### config.mk
export PLATFORM = sky130hd
export DESIGN_NAME = lcg48_ranged_random
export DESIGN_NICKNAME = d
export VERILOG_FILES = /design/src/lrr_pkg.sv /design/src/lrr_front.sv /design/src/lrr_back.sv /design/src/lcg48_ranged_random.sv
export VERILOG_INCLUDE_DIRS = /design/src /design/src/src
export SDC_FILE = /design/constraint.sdc
export NUM_CORES = 2
export LEC_CHECK = 0
export ABC_CLOCK_PERIOD_IN_PS = 42800
export BUFFER_PORTS_ARGS = -buffer_cell sky130_fd_sc_hd__buf_4
export CORE_MARGIN = 5
export CORE_UTILIZATION = 45
export DETAILED_ROUTE_END_ITERATION = 10
export PLACE_DENSITY_LB_ADDON = 0.05
export SLEW_MARGIN = 25
export SYNTH_ARGS = -nofsm -noshare
export SYNTH_HDL_FRONTEND = slang
export SYNTH_HIERARCHICAL = 1
export SYNTH_SLANG_ARGS = --single-unit
### constraint.sdc
create_clock -name clk_i -period 42.8 [get_ports clk_i]
set_input_delay 2.14 -clock clk_i [delete_from_list [all_inputs] [get_ports clk_i]]
set_output_delay 2.14 -clock clk_i [all_outputs]
set_load 0.05 [all_outputs]
### src/lcg48_ranged_random_assert.svh
// Assertion macros for the ranged LCG block.
`ifndef LCG48_RANGED_RANDOM_ASSERT_SVH
`define LCG48_RANGED_RANDOM_ASSERT_SVH
// Implication checked on every clock edge outside reset.
`define LRR_ASSERT(lbl, clk, rstn, prop, msg) \
  lbl: assert property (@(posedge clk) disable iff (!rstn) prop) else $error(msg);
// A signal stays stable while a condition holds into the next cycle.
`define LRR_ASSERT_HOLD(lbl, clk, rstn, cond, sig, msg) \
  lbl: assert property (@(posedge clk) disable iff (!rstn) \
    (cond) |=> $stable(sig)) else $error(msg);
`endif

### src/lrr_pkg.sv
// ----------------------------------------------------------------------------
// lrr_pkg
// Shared types and constants of the ranged LCG generator.
// ----------------------------------------------------------------------------
package lrr_pkg;
  localparam int unsigned StateW = 48;
  localparam logic [47:0] LcgMult = 48'h0005_DEEC_E66D;
  localparam logic [47:0] LcgAdd = 48'h0000_0000_000B;
  localparam logic [15:0] SeedLow = 16'h330E;
  localparam int unsigned InW = 259;  // 3+32+32+64+64+64
  localparam int unsigned OutW = 96;

  typedef enum logic [2:0] {
    OP_SEED = 3'd0, OP_RAND32 = 3'd1, OP_RAND64 = 3'd2,
    OP_RANGE32 = 3'd3, OP_RANGE64 = 3'd4
  } op_e;

  // Classified command between front and back.
  typedef struct packed {
    logic        seed_op;   // load seed
    logic        draw;      // perform draw
    logic        wide;      // three steps / 64-bit
    logic        zero_out;  // no draw, value = base
    logic [31:0] seed;
    logic [63:0] modulus;
    logic [63:0] base;      // added after draw (or returned)
    logic        trunc32;
  } cmd_t;

  typedef enum logic [2:0] {
    ST_IDLE, ST_MUL, ST_DIV, ST_ADD, ST_OUT
  } bk_state_e;
endpackage

### src/lrr_front.sv
// ----------------------------------------------------------------------------
// lrr_front
// Accepts requests, classifies them, and holds a two-entry command queue.
// ----------------------------------------------------------------------------
module lrr_front import lrr_pkg::*; (
  input  logic           clk_i,
  input  logic           rst_ni,
  input  logic           valid_i,
  output logic           ready_o,
  input  logic [InW-1:0] data_i,
  output logic           cmd_valid_o,
  input  logic           cmd_ready_i,
  output cmd_t           cmd_o
);
  logic [2:0]  op;
  logic [31:0] sv, fb;
  logic [63:0] lim, lo, up, span;
  cmd_t c;
  cmd_t q_q [2];
  logic [1:0] cnt_q;
  logic push, pop;

  assign op   = data_i[2:0];
  assign sv   = data_i[34:3];
  assign fb   = data_i[66:35];
  assign lim  = data_i[130:67];
  assign lo   = data_i[194:131];
  assign up   = data_i[258:195];
  assign span = up - lo + 64'd1;

  always_comb begin
    c = '0;
    c.seed = (sv == 32'd0) ? fb : sv;
    unique case (op)
      OP_SEED: c.seed_op = 1'b1;
      OP_RAND32, OP_RAND64: begin
        c.wide = (op == OP_RAND64);
        c.trunc32 = (op == OP_RAND32);
        c.modulus = lim;
        c.draw = (lim != 64'd0);
        c.zero_out = (lim == 64'd0);
      end
      OP_RANGE32, OP_RANGE64: begin
        c.wide = (op == OP_RANGE64);
        c.trunc32 = (op == OP_RANGE32);
        c.base = lo;
        c.modulus = span;
        c.draw = (lo != up) && (span != 64'd0);
        c.zero_out = !c.draw;
      end
      default: c.zero_out = 1'b1;
    endcase
  end

  assign ready_o = (cnt_q != 2'd2);
  assign push = valid_i && ready_o;
  assign cmd_valid_o = (cnt_q != 2'd0);
  assign pop = cmd_valid_o && cmd_ready_i;
  assign cmd_o = q_q[0];

  always_ff @(posedge clk_i or negedge rst_ni) begin
    if (!rst_ni) begin
      cnt_q <= 2'd0;
    end else begin
      cnt_q <= cnt_q + {1'b0, push} - {1'b0, pop};
    end
  end

  // push is never taken while full, so a pop with push leaves one entry
  always_ff @(posedge clk_i) begin
    if (pop) begin
      if (push && cnt_q == 2'd1) q_q[0] <= c;
      else q_q[0] <= q_q[1];
    end else if (push) begin
      if (cnt_q == 2'd0) q_q[0] <= c;
      else q_q[1] <= c;
    end
  end
endmodule

### src/lrr_back.sv
// ----------------------------------------------------------------------------
// lrr_back
// Steps the 48-bit LCG as partial products, then their sum, reduces the draw
// by a restoring divider, adds base; also loads seeds and returns no-draw base.
// ----------------------------------------------------------------------------
module lrr_back import lrr_pkg::*; (
  input  logic            clk_i,
  input  logic            rst_ni,
  input  logic            cmd_valid_i,
  output logic            cmd_ready_o,
  input  cmd_t            cmd_i,
  output logic            valid_o,
  input  logic            ready_i,
  output logic [OutW-1:0] data_o
);
  bk_state_e st_q, st_d;
  cmd_t cmd_q;
  logic [StateW-1:0] lcg_q;
  logic [47:0] nxt;
  logic [47:0] prod_lo, plo_q;
  logic [23:0] prod_hi, phi_q;
  logic        ph_q;
  logic [30:0] s1_q, s2_q;
  logic [1:0]  step_q;
  logic [5:0]  bit_q;
  logic [63:0] dvd_q, rem_q, res_q;
  logic [64:0] trial;

  // one LCG step, mod 2^48, split on state bit 24:
  // lo24 * M + ((hi24 * M[23:0]) mod 2^24) << 24
  assign prod_lo = 48'(lcg_q[23:0]) * 48'(LcgMult[34:0]);
  assign prod_hi = lcg_q[47:24] * LcgMult[23:0];
  assign nxt = plo_q + {phi_q, 24'd0} + LcgAdd;
  assign trial = {rem_q, dvd_q[63]} - {1'b0, cmd_q.modulus};
  assign cmd_ready_o = (st_q == ST_IDLE);
  assign valid_o = (st_q == ST_OUT);
  assign data_o = {lcg_q[47:16], res_q};

  always_comb begin
    st_d = st_q;
    unique case (st_q)
      ST_IDLE: if (cmd_valid_i) st_d = ST_MUL;
      ST_MUL: begin
        if (cmd_q.seed_op || cmd_q.zero_out) st_d = ST_OUT;
        else if (ph_q && step_q == (cmd_q.wide ? 2'd2 : 2'd1)) st_d = ST_DIV;
      end
      ST_DIV: if (bit_q == 6'd63) st_d = ST_ADD;
      ST_ADD: st_d = ST_OUT;
      ST_OUT: if (ready_i) st_d = ST_IDLE;
      default: st_d = ST_IDLE;
    endcase
  end

  always_ff @(posedge clk_i or negedge rst_ni) begin
    if (!rst_ni) begin
      st_q  <= ST_IDLE;
      lcg_q <= '0;
    end else begin
      st_q <= st_d;
      if (st_q == ST_MUL) begin
        if (cmd_q.seed_op) lcg_q <= {cmd_q.seed, SeedLow};
        else if (!cmd_q.zero_out && ph_q) lcg_q <= nxt;
      end
    end
  end

  always_ff @(posedge clk_i) begin
    unique case (st_q)
      ST_IDLE: begin
        cmd_q <= cmd_i;
        step_q <= 2'd0;
        ph_q <= 1'b0;
        bit_q <= 6'd0;
        rem_q <= '0;
      end
      ST_MUL: begin
        if (cmd_q.seed_op) res_q <= {32'd0, cmd_q.seed};
        else if (cmd_q.zero_out)
          res_q <= cmd_q.trunc32 ? {32'd0, cmd_q.base[31:0]} : cmd_q.base;
        else if (!ph_q) begin
          // first half of a step: partial products
          ph_q <= 1'b1;
          plo_q <= prod_lo;
          phi_q <= prod_hi;
        end else begin
          // second half: sum lands in the state, take the sample
          ph_q <= 1'b0;
          step_q <= step_q + 2'd1;
          if (step_q == 2'd0) s1_q <= nxt[47:17];
          else if (step_q == 2'd1) begin
            s2_q <= nxt[47:17];
            if (!cmd_q.wide) dvd_q <= {32'd0, nxt[17], s1_q};
          end else begin
            dvd_q <= {nxt[17], s1_q, nxt[18], s2_q};
          end
        end
      end
      ST_DIV: begin
        bit_q <= bit_q + 6'd1;
        if (!trial[64]) rem_q <= trial[63:0];
        else rem_q <= {rem_q[62:0], dvd_q[63]};
        dvd_q <= {dvd_q[62:0], 1'b0};
      end
      ST_ADD: begin
        res_q <= cmd_q.trunc32 ? {32'd0, rem_q[31:0] + cmd_q.base[31:0]}
                               : rem_q + cmd_q.base;
      end
      default: ;
    endcase
  end
endmodule

### src/lcg48_ranged_random.sv
// ----------------------------------------------------------------------------
// lcg48_ranged_random
// drand48-style generator with seed, modulo draw and ranged draw requests.
// ----------------------------------------------------------------------------
// Usage:
//  - s_axis carries one request: opcode, seed_value, fallback_seed, limit,
//    lower, upper. m_axis returns value and seed_now for each request.
//  - A front stage classifies each request (span, zero limit, equal bounds)
//    and queues up to two commands; the back stage executes one at a time.
//  - Path from request accept to m_axis_tvalid: the front queue, the back
//    stage's IDLE and MUL states, then OUT for seed or no-draw requests;
//    draws run 2 LCG steps in MUL (64-bit draws one more), then DIV and ADD.
//  - The back stage is busy with a request from MUL through OUT and takes
//    no new one until it returns to IDLE; draws pass the one-bit-per-cycle
//    restoring divider.
//  - Each LCG step registers the partial products, then the sum.
//  - Reset clears the LCG state to zero and empties the queue.
//  - When m_axis stalls the result holds; the queue keeps taking requests
//    until full.
// ----------------------------------------------------------------------------
`include "lcg48_ranged_random_assert.svh"
module lcg48_ranged_random import lrr_pkg::*; (
  input  logic         clk_i,
  input  logic         rst_ni,
  input  logic         s_axis_tvalid,
  output logic         s_axis_tready,
  // opcode, seed_value, fallback_seed, limit, lower, upper (zero pad)
  input  logic [263:0] s_axis_tdata,
  output logic         m_axis_tvalid,
  input  logic         m_axis_tready,
  // value, seed_now
  output logic [95:0]  m_axis_tdata
);
  cmd_t cmd;
  logic cmd_valid, cmd_ready;

  lrr_front u_front (
    .clk_i, .rst_ni,
    .valid_i(s_axis_tvalid), .ready_o(s_axis_tready),
    .data_i(s_axis_tdata[InW-1:0]),
    .cmd_valid_o(cmd_valid), .cmd_ready_i(cmd_ready), .cmd_o(cmd)
  );

  lrr_back u_back (
    .clk_i, .rst_ni,
    .cmd_valid_i(cmd_valid), .cmd_ready_o(cmd_ready), .cmd_i(cmd),
    .valid_o(m_axis_tvalid), .ready_i(m_axis_tready), .data_o(m_axis_tdata)
  );

  `LRR_ASSERT(a_no_take_busy, clk_i, rst_ni, (cmd_valid && cmd_ready) |=> !cmd_ready, "back took a command while busy")
  `LRR_ASSERT_HOLD(a_out_hold, clk_i, rst_ni, m_axis_tvalid && !m_axis_tready, m_axis_tdata, "result changed under stall")
  `LRR_ASSERT(a_out_exclusive, clk_i, rst_ni, m_axis_tvalid |-> !cmd_ready, "result shown while back idle")
endmodule
==> summary.txt <==
Run status
  – Status: finished, final reports clean

Clocking
  – Clock Sinks: 880
  – # Post-CTS Setup Buffers: 0
  – H-tree depth: 3
  – Clk_lat worst skew: 0.74 ns
  – CTS tree: built
  – Clk buf depth: 3
  – Cts repair resizes: 0
  – Post-CTS Hold Buffers: 0
  – Total CTS buffers: 100
  – Clock slew at reported path FFs: 0.06 ns
  – CTS Root Cell: clkbuf_16

Synth
  – Syn Std Cell Area: 0.0682 mm2
  – Syn nets: 7,733
  – Avg Inst Size Synth: 10.6 um2
  – Mapped Cells: 6,409
  – Ys Warns: 6

Placed design
  – Cells after DPL: 8,435
  – IO buf count: 360
  – Detailed Place HPWL: 181,000 um
  – RD Place Congestion: 0.959

Cells and area
  – Fin nets: 7,846
  – Share of cells above drive strength 1: 11.7%
  – Non-filler cells in the finished layout: 8,629
  – Fin util: 49.9%
  – P&R area growth vs syn: 10.0%

Drt
  – Drt pass-1 iters: 6
  – WL final: 222,000 um
  – Routed vias: 48,859
  – Remaining antenna violation count: 0
  – # DRC: 0
  – First-iteration detailed-routing DRC count: 4,628
  – DR vias/cell: 5.66
  – WL/cell: 25.8 um

Timing
  – Setup violators final: 0
  – Slew Viols, Final: 0
  – Final setup TNS: 0 ns
  – Min cycle time layout: 8.04 ns
  – Clock Skews: 0.0514 ns
  – Fmax: 0.124 GHz
  – Final Hold Vio Count: 0
  – Worst Tran Pin Value: 1.07 ns
  – Crit share post-route: 18.8%
  – Worst slew margin: 27.6%
  – RSZ-0062 raised after global routing: false

Global route
  – First-pass GRT wire length: 324,000 um
  – Vias in the first global route: 47,895
  – Grt total ovfl: 0
  – Largest net degree at the start of global routing: 158
  – Total track usage: 27.5%
  – Antenna violations before repair: 17

Floorplan
  – Die area: 0.159 mm2
  – Die height: 399 um
  – I/O pin count: 366
  – Core area: 0.150 mm2
  – Starting Density: 45.4%
  – Row count: 142
  – Die width: 399 um

Critical path
  – Worst EP arrival: 8.49 ns
  – CP Capture Type: flop
  – Critical Path Start Type: flop
  – Maximum fanout along the worst path: 7
  – Crit Path Class: reg2reg
  – Worst EP required: 43.25 ns

Hold path
  – Worst hold path class: reg2reg

Job
  – Max-cap violation count: 0
## path summary, 6_finish.rpt
path	startpoint	depth (start not counted)	slack, ns	end
min reg2reg	u_front/q_q[0][57]	0	0.38	u_back/cmd_q[57]
max in group asynchronous	rst_ni	2	40.52	u_back/lcg_q[31]
min in group asynchronous	rst_ni	1	1.27	u_back/lcg_q[1]
max	u_back/lcg_q[16]	23	34.76	u_back/plo_q[46]
max reg2reg	u_back/lcg_q[16]	23	34.76	u_back/plo_q[46]
min	u_front/q_q[0][57]	0	0.38	u_back/cmd_q[57]
## placed cells by master (no fill, tap or decap), types with 18 or more instances in the layout
cell type  instances
nand2_1          474
o211ai_1          23
xnor2_1          204
xor2_1            86
nand2b_1          45
nor4_1            59
o31ai_1           22
o21ai_0          238
edfxtp_1         827
ha_1             592
o21ai_1           18
a21o_1           145
a211oi_1          30
a22o_1            72
clkbuf_16        100
inv_1            931
fa_1             463
clkinv_2          18
dfrtp_1           53
a31oi_1           48
clkinv_1          21
nor2b_1           30
nor3_1            60
a21oi_1          389
nand3_1           73
nor2_1           342
o21bai_1          44
nand4_1           97
buf_4            403
and3_1            31
and2_1            24
nand3b_1          40
mux2_2           144
o21a_1            49
mux2i_1           56
or3_1             25
## worst max-delay path, cell delays in order, from the launching register on
cell and delay [ns]:
dfrtp_1 0.71, inv_1 0.17, ha_1 0.37, inv_1 0.22, fa_1 0.59, inv_1 0.05, fa_1 0.48, inv_1 0.06
fa_1 0.52, fa_1 0.54, fa_1 0.56, inv_1 0.06, fa_1 0.52, inv_1 0.04, ha_1 0.37, nand3_1 0.24
nor2_1 0.43, o2111a_1 0.45, nor2_1 0.18, o31ai_1 0.47, a32o_1 0.31, o21ai_0 0.11, o21ai_0 0.21, xor2_1 0.09
## metrics by stage
stage	hold slack [ns]	area, um2	setup slack (ns)
2_1_floorplan	0.466	68200	16.05
3_3_place_gp	0.402	71700	34.80
3_5_place_dp	0.405	71700	34.79
4_1_cts	0.377	75000	34.78
5_1_grt	0.379	75100	34.40
6_report	0.378	75100	34.76
## layer usage
| metal | vias to the layer above | GRT usage (%) | wire length (um) |
|---|---|---|---|
| li1 | 22427 | - | - |
| met4 | 4 | 6.48 | 5150 |
| met2 | 1819 | 37.2 | 87900 |
| met5 | - | 0 | 27 |
| met1 | 24400 | 45.4 | 112000 |
| met3 | 209 | 4.50 | 17700 |
## registers in the layout (all words and copies together) (netlist names)
| name | flops |
|---|---|
| u_back/rem_q | 64 |
| u_back/res_q | 64 |
| u_back/dvd_q | 64 |
| u_back/bit_q | 6 |
| u_back/st_q | 3 |
| u_back/phi_q | 24 |
| u_front/cnt_q | 2 |
| u_front/q_q | 328 |
| u_back/s1_q | 31 |
| u_back/plo_q | 48 |
| u_back/step_q | 2 |
| u_back/s2_q | 31 |
| u_back/cmd_q | 164 |
| u_back/ph_q | 1 |
| u_back/lcg_q | 48 |
## final cells by class
type / instances / area [um2]
Antenna cell: 6 / 15.0
Clock buffer: 117 / 2570
Clock inverter: 70 / 714
Fill cell: 13988 / 75200
Inverter: 931 / 3490
Multi-Input combinational cell: 4201 / 36500
Sequential cell: 880 / 26200
Tap cell: 2016 / 2520
Timing Repair Buffer: 408 / 3120
Power is left out: the tool's default activity adds up to more than one toggle a clock period on the data nets, which glitch-free logic cannot reach.
